File: config.mk
export PLATFORM = sky130hd
export DESIGN_NAME = zss_alu
export DESIGN_NICKNAME = d
export VERILOG_FILES = /design/src/zss_pkg.sv /design/src/zss_alu.sv
export SDC_FILE = /design/constraint.sdc
export NUM_CORES = 1
export LEC_CHECK = 0
export BUFFER_PORTS_ARGS = -buffer_cell sky130_fd_sc_hd__buf_2
export CORE_UTILIZATION = 45
export DETAILED_ROUTE_END_ITERATION = 10
export GPL_ROUTABILITY_DRIVEN = 1
export GPL_TIMING_DRIVEN = 0
export HOLD_SLACK_MARGIN = 0.02
export PLACE_DENSITY = 0.71
export SLEW_MARGIN = 20
export SYNTH_ARGS = -nofsm -noshare
export SYNTH_HDL_FRONTEND = slang
export SYNTH_SLANG_ARGS = --single-unit
export TNS_END_PERCENT = 30
File: constraint.sdc
create_clock -name clock -period 6.6 [get_ports clock]
set_input_delay 1.32 -clock clock [delete_from_list [all_inputs] [get_ports clock]]
set_output_delay 1.32 -clock clock [all_outputs]
set_load 0.01 [all_outputs]
File: src/zss_pkg.sv
`default_nettype none
package zss_pkg;

   localparam int MAX_FEATURES_DEF = 16;
   localparam int MAX_SAMPLES_DEF  = 4096;

   localparam int VAL_W  = 24;
   localparam int CNT_W  = 13;
   localparam int SUM_W  = 36;
   localparam int SQ_W   = 60;
   localparam int FEAT_W = 4;
   localparam int CMD_W  = 2;
   localparam int STAT_W = 3;
   localparam int FIU_W  = 5;
   localparam int CSR_IDX_W = 1;

   localparam int ALU_W   = 80;
   localparam int ALU_B_W = 64;
   localparam int ITER_W  = 7;

   localparam logic [CMD_W-1:0] CMD_SAMPLE    = 2'd0;
   localparam logic [CMD_W-1:0] CMD_FINISH    = 2'd1;
   localparam logic [CMD_W-1:0] CMD_TRANSFORM = 2'd2;

   localparam logic [STAT_W-1:0] ST_OK          = 3'd0;
   localparam logic [STAT_W-1:0] ST_NOT_FITTED  = 3'd1;
   localparam logic [STAT_W-1:0] ST_BAD_FEATURE = 3'd2;
   localparam logic [STAT_W-1:0] ST_FEW_SAMPLES = 3'd3;
   localparam logic [STAT_W-1:0] ST_ZERO_SCALE  = 3'd4;
   localparam logic [STAT_W-1:0] ST_COUNT_FULL  = 3'd5;

   localparam logic [CSR_IDX_W-1:0] CSR_FEATURES  = 1'd0;
   localparam logic [CSR_IDX_W-1:0] CSR_MIN_SCALE = 1'd1;

   localparam logic [VAL_W-1:0] Q_MAX = 24'h7FFFFF;
   localparam logic [VAL_W-1:0] Q_MIN = 24'h800000;

   localparam logic [ITER_W-1:0] ITER_SAMPLE = 7'd24;
   localparam logic [ITER_W-1:0] ITER_COUNT  = 7'd13;
   localparam logic [ITER_W-1:0] ITER_SUM    = 7'd36;
   localparam logic [ITER_W-1:0] ITER_VAR    = 7'd80;
   localparam logic [ITER_W-1:0] ITER_SQRT   = 7'd32;
   localparam logic [ITER_W-1:0] ITER_XFORM  = 7'd41;

   typedef struct packed {
      logic [CMD_W-1:0]        cmd;
      logic [FEAT_W-1:0]       feature;
      logic signed [VAL_W-1:0] value;
   } zss_req_type;

   typedef struct packed {
      logic [STAT_W-1:0]       status;
      logic [FEAT_W-1:0]       feature_out;
      logic signed [VAL_W-1:0] result;
   } zss_rsp_type;

   typedef enum logic [1:0] {
      ALU_MUL,
      ALU_DIV,
      ALU_SQRT
   } zss_mode_type;

   typedef struct packed {
      logic               go;
      zss_mode_type       mode;
      logic [ITER_W-1:0]  iters;
      logic [ALU_W-1:0]   opa;
      logic [ALU_B_W-1:0] opb;
      logic [ALU_W-1:0]   init;
   } zss_alu_cmd_type;

   typedef struct packed {
      logic             done;
      logic [ALU_W-1:0] value;
   } zss_alu_res_type;

endpackage
`default_nettype wire

File: src/zss_alu.sv
`default_nettype none
module zss_alu (
   input  wire logic                    clock,
   input  wire logic                    reset,
   input  wire zss_pkg::zss_alu_cmd_type cmd,
   output zss_pkg::zss_alu_res_type     res
);

   logic                           active_ff;
   logic                           done_ff;
   logic [zss_pkg::ITER_W-1:0]     cnt_ff;
   zss_pkg::zss_mode_type          mode_ff;
   logic [zss_pkg::ALU_W-1:0]      p_ff;
   logic [zss_pkg::ALU_W-1:0]      mc_ff;
   logic [zss_pkg::ALU_B_W-1:0]    mp_ff;
   logic [35:0]                    r_ff;

   logic [24:0]                    div_rs;
   logic [35:0]                    sq_rs;
   logic [33:0]                    sq_t;
   logic [zss_pkg::ALU_W-1:0]      opx;
   logic [zss_pkg::ALU_W-1:0]      opy;
   logic                           sub;
   logic [zss_pkg::ALU_W:0]        sum;
   logic                           ge;

   assign div_rs = {r_ff[23:0], mc_ff[79]};
   assign sq_rs  = {r_ff[33:0], mc_ff[79:78]};
   assign sq_t   = {p_ff[31:0], 2'b01};

   // one shared adder: accumulate for multiply, trial subtract for divide and root
   always_comb begin
      case (mode_ff)
         zss_pkg::ALU_MUL: begin
            opx = p_ff;
            opy = mp_ff[0] ? mc_ff : '0;
            sub = 1'b0;
         end
         zss_pkg::ALU_DIV: begin
            opx = {55'd0, div_rs};
            opy = {56'd0, mp_ff[23:0]};
            sub = 1'b1;
         end
         zss_pkg::ALU_SQRT: begin
            opx = {44'd0, sq_rs};
            opy = {46'd0, sq_t};
            sub = 1'b1;
         end
         default: begin
            opx = '0;
            opy = '0;
            sub = 1'b0;
         end
      endcase
   end

   assign sum = {1'b0, opx} + {1'b0, (sub ? ~opy : opy)} + {80'd0, sub};
   assign ge  = sum[80];

   always_ff @(posedge clock) begin
      if (reset) begin
         active_ff <= 1'b0;
         done_ff   <= 1'b0;
         cnt_ff    <= '0;
      end else begin
         done_ff <= 1'b0;
         if (cmd.go) begin
            active_ff <= 1'b1;
            cnt_ff    <= cmd.iters;
            mode_ff   <= cmd.mode;
            p_ff      <= cmd.init;
            mc_ff     <= cmd.opa;
            mp_ff     <= cmd.opb;
            r_ff      <= '0;
         end else if (active_ff) begin
            case (mode_ff)
               zss_pkg::ALU_MUL: begin
                  p_ff  <= sum[79:0];
                  mc_ff <= {mc_ff[78:0], 1'b0};
                  mp_ff <= {1'b0, mp_ff[63:1]};
               end
               zss_pkg::ALU_DIV: begin
                  r_ff  <= ge ? {11'd0, sum[24:0]} : {11'd0, div_rs};
                  p_ff  <= {p_ff[78:0], ge};
                  mc_ff <= {mc_ff[78:0], 1'b0};
               end
               zss_pkg::ALU_SQRT: begin
                  r_ff  <= ge ? sum[35:0] : sq_rs;
                  p_ff  <= {p_ff[78:0], ge};
                  mc_ff <= {mc_ff[77:0], 2'b00};
               end
               default: begin
                  p_ff <= p_ff;
               end
            endcase
            cnt_ff <= cnt_ff - 7'd1;
            if (cnt_ff == 7'd1) begin
               active_ff <= 1'b0;
               done_ff   <= 1'b1;
            end
         end
      end
   end

   assign res.done  = done_ff;
   assign res.value = p_ff;

endmodule
`default_nettype wire

==> summary.md <==
Placement
* area post-placement: 22730 µm²
* DP Cell Count: 3065
* HPWL after detailed placement: 54.84 mm
* last weighted congestion value of the routability-driven placer: 0.9518
* port buffer count: 315

Logic synthesis
* most frequent cell after synthesis: sky130_fd_sc_hd__edfxtp_1
* number of nets produced by synthesis: 2471
* average footprint of a synthesized cell: 9.375 µm²
* number of synthesized flops with an enable pin: 260
* cell types with the largest area share after synthesis: sky130_fd_sc_hd__edfxtp_1, sky130_fd_sc_hd__mux2i_1, sky130_fd_sc_hd__ha_1, sky130_fd_sc_hd__xnor2_1, sky130_fd_sc_hd__nand2_1
* warnings from Yosys: 0
* top cells by count, synth: sky130_fd_sc_hd__edfxtp_1, sky130_fd_sc_hd__nand2_1, sky130_fd_sc_hd__o21ai_0, sky130_fd_sc_hd__a21oi_1, sky130_fd_sc_hd__nor2_1
* share of synthesized registers carrying an async set or reset: 0%
* post-synth cell types: 78
* Mapped Area: 20150 µm²
* area share of the leading cell type in the synthesized netlist: 38.75%
* prevailing post-synth register cell: sky130_fd_sc_hd__edfxtp_1
* sequential cell area fraction in the yosys report: 39.65%
* number of synthesized register bits: 269
* biggest area consumer among synthesized cells: sky130_fd_sc_hd__edfxtp_1
* Syn Inst Count: 2149

Worst setup path
* flop-to-flop setup slack: 0.22 ns
* critical path launch point type: flop
* critical-path maximum fanout: 10
* CP Data Arrival Time: 6.70 ns
* endpoint kind of the worst setup timing path: flop
* Data required, critical path: 6.92 ns
* crit path kind: flop to flop

Worst hold path
* class of the tightest hold or removal check: flop to flop

Clock tree
* count of H-tree levels built during CTS: 2
* number of buffers inserted for hold repair after clock tree synthesis: 0
* number of buffers on the longest clock path: 3
* number of clock sinks: 269
* Num CTS Buffers: 35
* later-pin clock latency in the skew report: 0.58 ns
* TritonCTS clock tree: yes
* Reg clk slew, reported paths: 0.06 ns
* CTS root buf: sky130_fd_sc_hd__clkbuf_16
* Post CTS Setup Buffer Count: 0

GRT
* antenna violations before repair: 1
* via count of the first global-routing pass: 18410
* global-route congestion overflow total: 0
* maximum number of pins on one net before global-route repair: 46
* total global-route track usage: 31.26%
* wire length of the first global-routing pass: 107.3 mm

Route
* violation count after the first detailed-route iteration: 1605
* highest signal layer in the routed design: met4
* DRC violations left: 0
* metal3 WL: 5.915 mm
* Vias/cell: 5.928
* wire length on met2: 32.57 mm
* average wire per cell in the routed design: 22.97 µm
* drt pass-1 iters: 6
* total routed wire length on the met1 layer: 30.15 mm
* post-route ant nets: 0
* total vias in the final route: 18540
* overall routed net length: 71.82 mm

STA
* highest achievable clock rate: 156.8 MHz
* total count of max-transition violations in the final report: 0
* Setup Viol. Count Final: 0
* Min Clock Period, post-route: 6.378 ns
* worst setup skew after layout: 0.01535 ns
* summed negative setup slack over all endpoints: 0 ns
* Slew HR: 24.58%
* setup repair after global routing missed its margin: no
* share of the clock period used by the worst path after layout: 96.63%
* slew at the pin closest to its max-slew limit: 1.131 ns
* Fin. Hold Viols: 0

Final layout
* area of the multi-input gates: 11420 µm²
* fill cell instance count of the final layout: 4093
* final cell utilization of the core: 54.10%
* area overhead of the layout relative to synthesis: 18.74%
* final instance area: 23920 µm²
* fin cells: 3127
* total area of sequential cells: 7988 µm²
* share of cells above drive strength 1: 20.21%
* Final #Nets: 2831

Power
* static leakage: 0.009425 µW
* areal power density over the cells: 261.4 nW/µm²
* worst supply voltage drop on vdd: 0.0002276 V
* total design power: 6252 µW

Floorplan
* overall die area: 45620 µm²
* total number of placement rows: 77
* I/O pin total: 317
* starting density of the core: 45.56%
* vertical die dimension: 213.6 µm
* DIE WIDTH: 213.6 µm
* Core ar.: 44220 µm²

Outcome
* outcome: finished clean

Job
* count of max-cap constraint violations: 0

layout make-up:
| type | count | area share (%) |
|---|---|---|
| Inverter | 31 | 0.4864 |
| Antenna cell | 1 | 0.01046 |
| Buffer | 165 | 2.830 |
| Multi-Input combinational cell | 1683 | 47.75 |
| Clock inverter | 23 | 1.172 |
| Sequential cell | 269 | 33.39 |
| Timing Repair Buffer | 324 | 7.542 |
| Clock buffer | 39 | 3.724 |
| Tap cell | 592 | 3.096 |
metal layers:
layer | vias up | track usage (%)
met1 | 8860 | 41.26
met5 | - | 0
li1 | 8694 | -
met2 | 815 | 49.78
met4 | 0 | 13.33
met3 | 168 | 6.298
worst paths after layout:
check | start | to | cells past startpoint
setup / recovery | mode_ff[0] | p_ff[77] | 19
setup reg to reg | mode_ff[0] | p_ff[77] | 19
hold / removal | mp_ff[31] | mp_ff[30] | 1
hold reg to reg | mp_ff[31] | mp_ff[30] | 1
cells by family (layout without fill, tap and decap cells):
logic type | count (synthesis) | in the layout | share of synthesized area [%]
AOI/OAI and AO/OA | 667 | 667 | 21.71
and+or+nand+nor | 600 | 600 | 13.54
DFF | 269 | 269 | 39.65
buffers and inverters | 197 | 582 | 3.894
muxes | 173 | 173 | 9.005
xor gates and xnor gates | 157 | 157 | 6.825
adders and majority gates | 86 | 86 | 5.378
other | 0 | 1 | 0
state kept, by name (all words and copies together) (netlist names):
name and flops:
r_ff 34, done_ff 1, cnt_ff 7, active_ff 1, p_ff 80, mc_ff 80, mode_ff 2, mp_ff 64
what timing repair did:
item                                    4_1_cts  5_1_grt
pin swaps                                     0        0
endpoints found under the setup margin       45       43
gates resized for setup                       5       12
stage by stage:
step | setup WS, ns | hold WS (ns)
2_1_floorplan | 0.09134 | 0.5248
3_3_place_gp | -3.499 | 0.5288
3_5_place_dp | -0.3715 | 0.5359
4_1_cts | 0.02831 | 0.5478
5_1_grt | 0.03695 | 0.5636
6_report | 0.2222 | 0.5451
critical path, stage by stage, from the launching register on:
cell and delay (ns):
sky130_fd_sc_hd__edfxtp_1 0.42, sky130_fd_sc_hd__ha_1 0.22, sky130_fd_sc_hd__clkbuf_1 0.22, sky130_fd_sc_hd__nor2b_1 0.19, sky130_fd_sc_hd__clkbuf_1 0.64, sky130_fd_sc_hd__clkbuf_1 0.62
sky130_fd_sc_hd__a22o_1 0.30, sky130_fd_sc_hd__ha_1 0.14, sky130_fd_sc_hd__clkbuf_1 0.25, sky130_fd_sc_hd__nand2_1 0.11, sky130_fd_sc_hd__nor2_1 0.33, sky130_fd_sc_hd__nand4_1 0.25
sky130_fd_sc_hd__nor3_1 0.27, sky130_fd_sc_hd__a32oi_1 0.18, sky130_fd_sc_hd__a211oi_1 0.72, sky130_fd_sc_hd__a32oi_1 0.30, sky130_fd_sc_hd__o21ai_0 0.42, sky130_fd_sc_hd__a221oi_1 0.18
sky130_fd_sc_hd__nor4b_1 0.26, sky130_fd_sc_hd__nor3_1 0.10
power by group:
| group | switching, µW | internal, µW |
|---|---|---|
| clock network | 834 | 1180 |
| registers | 125 | 2060 |
| logic | 1280 | 767 |
| total | 2240 | 4010 |
layout by cell type (no fill, tap or decap), drive strengths merged, types with 8 or more instances in the layout:
cell,n
clkbuf,181
nor2b,25
o22ai,19
mux2,66
a31o,11
inv,32
o211ai,13
a22oi,39
buf,347
nor4b,8
mux2i,107
o21ai,182
and3,12
xor2,36
a222oi,25
nor3,29
and2,53
clkinv,14
ha,85
edfxtp,260
nand2,248
dfxtp,9
a21o,56
a211oi,44
o21bai,19
a31oi,13
nor2,157
a22o,13
nand3,19
xnor2,121
nand4,27
a21oi,166
o21a,23
Note: power is estimated with default switching activity, not from simulation.
