### config.mk
export PLATFORM = sky130hd
export DESIGN_NAME = zss_ram
export DESIGN_NICKNAME = d
export VERILOG_FILES = /design/src/zss_ram.sv
export SDC_FILE = /design/constraint.sdc
export NUM_CORES = 1
export LEC_CHECK = 0
export ABC_AREA = 1
export BUFFER_PORTS_ARGS = -buffer_cell sky130_fd_sc_hd__buf_2
export CAP_MARGIN = 20
export CORE_ASPECT_RATIO = 0.9
export CORE_MARGIN = 4
export CORE_UTILIZATION = 39
export CTS_CLUSTER_DIAMETER = 50
export DETAILED_ROUTE_END_ITERATION = 8
export PLACE_DENSITY = 0.57
export SYNTH_ARGS = -nofsm -noshare
export SYNTH_HDL_FRONTEND = slang
export SYNTH_SLANG_ARGS = --single-unit
### constraint.sdc
create_clock -name clock -period 1.6 [get_ports clock]
set_input_delay 0 -clock clock [delete_from_list [all_inputs] [get_ports clock]]
set_output_delay 0 -clock clock [all_outputs]
set_load 0.05 [all_outputs]
### src/zss_ram.sv
`default_nettype none
module zss_ram #(
   parameter int WIDTH = 8,
   parameter int DEPTH = 16
) (
   input  wire logic                   clock,
   input  wire logic                   we,
   input  wire logic [((DEPTH > 1) ? $clog2(DEPTH) : 1)-1:0] waddr,
   input  wire logic [WIDTH-1:0]       wdata,
   input  wire logic [((DEPTH > 1) ? $clog2(DEPTH) : 1)-1:0] raddr,
   output logic [WIDTH-1:0]            rdata
);

   logic [WIDTH-1:0] mem [DEPTH];
   logic [WIDTH-1:0] rdata_ff;

   always_ff @(posedge clock) begin
      if (we) begin
         mem[waddr] <= wdata;
      end
      rdata_ff <= mem[raddr];
   end

   assign rdata = rdata_ff;

endmodule
`default_nettype wire

==> results of run 1 <==
-- layer usage --
metal | part of all wire, % | up-vias | GRT usage (%)
met5 | 0 | - | 0
li1 | - | 1854 | -
met1 | 49 | 1809 | 26.01
met2 | 45 | 119 | 24.78
met4 | 1.6 | 0 | 6.360
met3 | 5.0 | 17 | 4.272
-- sequential cells by signal, indices dropped and copies added (netlist names) --
| name | flops |
|---|---|
| rdata | 8 |
| mem | 128 |
-- layout by cell type (no fill, tap or decap) --
cell / Yosys / layout
sky130_fd_sc_hd__clkbuf_16: 0 / 17
sky130_fd_sc_hd__clkinv_1: 0 / 2
sky130_fd_sc_hd__nand3_1: 97 / 97
sky130_fd_sc_hd__dfxtp_1: 8 / 8
sky130_fd_sc_hd__buf_2: 13 / 25
sky130_fd_sc_hd__inv_2: 2 / 2
sky130_fd_sc_hd__buf_12: 0 / 2
sky130_fd_sc_hd__nand3b_1: 2 / 2
sky130_fd_sc_hd__clkbuf_1: 0 / 6
sky130_fd_sc_hd__nand2_1: 173 / 173
sky130_fd_sc_hd__clkinvlp_4: 0 / 1
sky130_fd_sc_hd__nor2_1: 17 / 17
sky130_fd_sc_hd__clkbuf_8: 0 / 5
sky130_fd_sc_hd__dlygate4sd3_1: 0 / 1
sky130_fd_sc_hd__clkinv_2: 0 / 1
sky130_fd_sc_hd__buf_4: 4 / 17
sky130_fd_sc_hd__inv_1: 100 / 100
sky130_fd_sc_hd__edfxtp_1: 128 / 128
-- cell type report --
cell class	instances	share of cell area, %
clock inverter	4	0.2996
multi-input combinational	289	18.16
clock buffer	28	7.734
timing repair buffer	45	4.532
sequential	136	59.93
inverter	102	5.730
tap	193	3.614
-- worst paths after layout --
check / from / endpoint
worst max-delay path: rdata[7] / rdata[7]
worst min-delay path: wdata[4] / mem[11][4]
worst min register to register: mem[14][4] / rdata[4]
worst max register to register: mem[9][0] / rdata[0]
-- logic make-up after synthesis --
family,after synthesis,share of synthesized area (%)
flip-flops,136,69.43
AND/OR/NAND/NOR,289,21.05
buffers and inverters,126,9.525
-- stage by stage --
step | hold WS (ps) | instances | total power [W] | cell area [um^2] | setup slack, ps
2_1_floorplan | 98.87 | 551 | 0.004439 | 5767 | 649.2
3_3_place_gp | 371.9 | 764 | 0.004656 | 6135 | 414.2
3_5_place_dp | 367.9 | 764 | 0.004660 | 6135 | 456.9
4_1_cts | 21.14 | 797 | 0.008139 | 6681 | 530.8
5_1_grt | 25.41 | 797 | 0.008364 | 6681 | 479.6
6_report | 25.10 | 797 | 0.008089 | 6681 | 549.9
-- what timing repair did --
| action | 4_1_cts | 5_1_grt |
|---|---|---|
| hold endpoints to repair | 8 | 0 |
| endpoints found under the setup margin | 0 | 0 |
| hold buffers | 1 | 0 |
-- Yosys cell counts --
library cell,number,area share (%)
sky130_fd_sc_hd__buf_4,4,0.52
sky130_fd_sc_hd__nand2_1,173,11
sky130_fd_sc_hd__buf_2,13,1.1
sky130_fd_sc_hd__nand3_1,97,8.4
sky130_fd_sc_hd__buf_6,6,1.2
sky130_fd_sc_hd__nor2_1,17,1.1
sky130_fd_sc_hd__nand3b_1,2,0.26
sky130_fd_sc_hd__buf_1,1,0.065
sky130_fd_sc_hd__dfxtp_1,8,2.8
sky130_fd_sc_hd__inv_2,2,0.13
sky130_fd_sc_hd__edfxtp_1,128,67
sky130_fd_sc_hd__inv_1,100,6.5
-- where the power goes --
part	switching [W]	internal, W	total [W]
logic	0.000428	0.000143	0.000571
registers	0.0000265	0.00399	0.00401
clock network	0.00133	0.00217	0.00351
==> out/metrics.csv, run 1 <==
stage,metric,value,unit
critical_path,critical-path-slowest-cell,sky130_fd_sc_hd__dfxtp_1,
drt,detailedRoute.firstIterationViolations,345,
final_layout,sequential_cell_area,4004,um^2
yosys,synth-seq-area-share,69.43,%
sta,hold_violations,0,
die,fp.dieArea,16800,um^2
critical_path,cp_data_arrival_time,1050,ps
cts,worstSkewPairLatency,410,ps
sta,finalCritPeriodShare,65.63,%
final_layout,finish.utilization,46.85,%
global_route,grt_usage,17.47,%
global_route,grt_pass1_wl,21070,um
critical_path,critical_path_peak_fanout,1,
die,start_util,40.44,%
cts,cts_htree_levels,4,
cts,cts_setup_buffers,0,
yosys,synthCells,551,
power_and_ir_drop,power_leakage,2.889,nW
power_and_ir_drop,power-per-cell-area,1211,nW/um^2
critical_path,critical_path.n_buffers_inverters,1,
final_layout,final_net_count,609,
die,dieHeight,123.4,um
drt,drcViolationCount,0,
die,area_of_the_core_region,14260,um^2
cts,post_cts_resized,0,
power_and_ir_drop,power.ir.vdd_worst,0.7449,mV
drt,detail-route-antenna-nets,0,
sta,timing.final.max_slew_violations,0,
yosys,synth_warnings,0,
final_layout,flow.area_growth_from_synthesis,15.86,%
die,die_w,136.2,um
placement,globalplace.congestion,0.8160,
yosys,total_of_flip_flops_plus_latches_after_synthesis,136,
cts,cts_tree,built,
final_layout,drive_above_1_share,11.59,%
sta,final_total_negative_setup_slack,0,ps
yosys,netlist_area,5767,um^2
placement,place_hpwl,8546,um
critical_path,cell_depth_of_the_worst_flop_to_flop_path,6,
global_route,globalRouteOverflowTotal,0,
sta,setup_repair_after_global_routing_missed_its_margin,false,
critical_path,worst_ep_required_time,1600,ps
sta,post-route-min-period,1050,ps
critical_path,startpoint_type,flip-flop,
sta,maxClockFrequency,0.9523,GHz
cts,clk_transition_reported_paths,50,ps
global_route,grt_max_degree,65,
yosys,synthesized_netlist_net_count,569,
critical_path,timing.critical_path.depth,1,
sta,relSlewSlack,60.25,%
cts,clock_sink_count,136,
final_layout,count_of_filler_cells_inserted_in_the_layout,1362,
yosys,mapped_avg_cell_area,10.47,um^2
die,io_pins,26,
sta,tightest_slew,595.3,ps
critical_path,worst-setup-path-type,flip-flop to primary output,
final_layout,insertedDiodeCount,0,
yosys,synth.lib_cells_used.distinct,12,
placement,placement.io_buffers,25,
critical_path,cp_slowest_stage_delay,360,ps
global_route,grt_pass1_vias,3606,
outcome,run_status,completed,
cts,numCtsBuffers,17,
global_route,antenna_found_initial,0,
final_layout,multi_input_area,1214,um^2
min_path,timing.hold.worst_path_depth,1,
drt,drt-wirelength-per-cell,17.17,um
cts,clock_tree.root_cell,sky130_fd_sc_hd__clkbuf_16,
cts,cts_max_path_buffers,2,
drt,routed-via-count,3799,
drt,wirelength,13680,um
flow_run,number_of_max_cap_violations,0,
critical_path,worstPathCellList,buf_2,
drt,drt-vias-per-instance,4.767,
critical_path,crit_path_end_kind,primary output,
critical_path,r2r_setup_slack,600,ps
min_path,timing.hold.worst.class,primary input to flip-flop,
die,rows,41,
sta,setup_viol,0,
critical_path,critPathTopFamily,flip-flops,
sta,finalClockSkew,7.694,ps
drt,drtPass1Iterations,5,
Note: power is estimated with default switching activity, not from simulation.
==> run 2: changes to the inputs <==
- clock period: 1.6 -> 0.97 ns (I/O delays scaled with it)
==> run 2 against run 1 <==
Net effect:
- the run now ends with negative setup slack left
- register-to-register slack worse by 620 ps
- worst hold slack worse by 7.5 ps
- via count is 1.4% higher
- cell count is 1.1% higher
- power is 72% higher
- clock-buffer cell count is 8 lower
- non-clock buffer count is 9 higher
- combinational power is 93% higher
- cell area is 5.3% higher
- sequential power is 65% higher
- wire length is 1.2% higher
- sequential share of layout area is 2.9 points lower
- critical path type is now flip-flop to flip-flop
- largest cell class unchanged
==> out/metrics.csv, run 2 (synthesis results as in run 1) <==
stage,metric,value,unit
global_route,grt_usage,17.60,%
critical_path,worst_ep_required_time,1270,ps
placement,globalplace.congestion,0.8375,
final_layout,finish.utilization,49.33,%
final_layout,layout_commonest_cell,sky130_fd_sc_hd__nand2_1,
die,io_pins,26,
flow_run,number_of_max_cap_violations,0,
cts,cts_tree,built,
cts,worstSkewPairLatency,410,ps
cts,cts_max_path_buffers,2,
die,die_w,136.2,um
final_layout,insertedDiodeCount,0,
cts,cts_htree_levels,4,
final_layout,fin_cells,806,
final_layout,largest_register_ffs,128,
die,area_of_the_core_region,14260,um^2
drt,detailedRoute.firstIterationViolations,266,
sta,setup_viol,1,
power_and_ir_drop,p_sw,0.003036,W
sta,finalClockSkew,3.081,ps
global_route,grt_pass1_vias,3621,
power_and_ir_drop,pwr-share-clk,44.6,%
placement,place_hpwl,8774,um
placement,placement.io_buffers,25,
drt,detail-route-antenna-nets,0,
critical_path,startpoint_type,flip-flop,
sta,hold_slack,17.56,ps
sta,maxClockFrequency,1.013,GHz
drt,routed-via-count,3852,
power_and_ir_drop,internal_power,0.01090,W
critical_path,worst-setup-path-type,flip-flop to flip-flop,
outcome,violations,negative setup slack,
critical_path,crit_path_end_kind,flip-flop,
sta,post-route-min-period,987.3,ps
global_route,globalRouteOverflowTotal,0,
final_layout,most-common-layout-cells,"sky130_fd_sc_hd__nand2_1, sky130_fd_sc_hd__edfxtp_1, sky130_fd_sc_hd__inv_1, sky130_fd_sc_hd__nand3_1, sky130_fd_sc_hd__nand3_2",
sta,setup_repair_after_global_routing_missed_its_margin,true,
sta,tightest_slew,423.6,ps
die,dieHeight,123.4,um
drt,wirelength,13850,um
critical_path,critical_path_peak_fanout,1,
final_layout,finish.instance_area,7036,um^2
placement,numPlacedInstances,773,
global_route,grt_pass1_wl,21160,um
cts,cts_setup_buffers,0,
cts,clock_sink_count,136,
final_layout,largest_register_by_flop_count,mem,
global_route,antenna_found_initial,0,
min_path,timing.hold.worst.class,primary input to flip-flop,
drt,drtPass1Iterations,5,
power_and_ir_drop,power.ir.vdd_worst,1.203,mV
cts,clock_tree.root_cell,sky130_fd_sc_hd__clkbuf_16,
power_and_ir_drop,power_share_of_the_sequential_group,47.6,%
critical_path,r2r_setup_slack,-20,ps
sta,relSlewSlack,71.76,%
power_and_ir_drop,power_leakage,3.026,nW
drt,drcViolationCount,0,
global_route,grt_max_degree,41,
final_layout,flow.area_growth_from_synthesis,22.00,%
final_layout,final_net_count,618,
power_and_ir_drop,power.share.combinational,7.9,%
sta,final.setup.worst_slack,-17.26,ps
final_layout,drive_above_1_share,18.76,%
drt,drt-wirelength-per-cell,17.19,um
outcome,run_status,finished with violations,
drt,drt-vias-per-instance,4.779,
power_and_ir_drop,power.switching_fraction,21.79,%
critical_path,cp_data_arrival_time,1290,ps
die,fp.dieArea,16800,um^2
placement,postPlaceCellArea,6252,um^2
sta,timing.final.max_slew_violations,0,
power_and_ir_drop,power-per-cell-area,1981,nW/um^2
sta,hold_violations,0,
sta,finalCritPeriodShare,101.8,%
cts,clk_transition_reported_paths,50,ps
die,rows,41,
cts,numCtsBuffers,17,
die,start_util,40.44,%
run 2: changes by cell type in the layout (fill, tap and decap cells not counted), sizes merged:
cell and delta:
buf +8, bufinv +3, clkbuf -7, clkinv +4
clkinvlp +2, inv -1
run 2: worst paths after layout:
path / end / cells past startpoint / from
min: mem[9][2] / 1 / wdata[2]
min reg2reg: rdata[4] / 6 / mem[15][4]
max reg2reg: rdata[6] / 6 / mem[3][6]
max: rdata[6] / 6 / mem[3][6]
run 2: power groups by stage:
| stage | registers (W) | logic [W] | clock network, W |
|---|---|---|---|
| 2_1_floorplan | 0.00686 | 0.000463 | 0 |
| 3_3_place_gp | 0.00673 | 0.000986 | 0 |
| 3_5_place_dp | 0.00674 | 0.000999 | 0 |
| 4_1_cts | 0.00663 | 0.00106 | 0.00634 |
| 5_1_grt | 0.00664 | 0.00119 | 0.00662 |
| 6_report | 0.00663 | 0.00110 | 0.00621 |
run 2: cell type report:
type / instances / area, um^2
Clock inverter: 12 / 132.6
Fill cell: 1337 / 7226
Tap cell: 193 / 241.5
Timing Repair Buffer: 54 / 461.7
Multi-Input combinational cell: 289 / 1366
Sequential cell: 136 / 4010
Inverter: 102 / 386.6
Clock buffer: 20 / 436.7
run 2: routing by layer:
layer  wire [um]  vias to the layer above  share of wire, %  track usage, %
met5           0                        -                 0               0
met3         677                       14               4.9           4.272
met2        6358                      100                46           26.42
met4         130                        0              0.94           4.723
li1            -                     1876                 -               -
met1        6686                     1862                48           25.73
run 2: metrics by stage:
step	TNS (ps)	setup slack (ps)	power (W)
after global placement	-1273	-87.17	0.007721
after detailed placement	-2417	-100.5	0.007737
final	-17.26	-17.26	0.01393
after global routing	-290.3	-59.64	0.01445
after floorplan	0	19.16	0.007322
after CTS	-0.1683	-0.1683	0.01402
run 2: critical path, cell delays in order, from the launching register on:
cell	delay, ps
sky130_fd_sc_hd__edfxtp_1	360
sky130_fd_sc_hd__nand2_1	90
sky130_fd_sc_hd__nand2_1	60
sky130_fd_sc_hd__nand2_1	80
sky130_fd_sc_hd__nand3_2	140
sky130_fd_sc_hd__nand3_2	110
sky130_fd_sc_hd__nand2_2	50
run 2: repair_timing:
action	CTS	global route
hold buffers	1	0
gates cloned	0	0
gates resized for setup	25	27
hold endpoints to repair	8	0
endpoints found under the setup margin	13	9
pin swaps	0	11
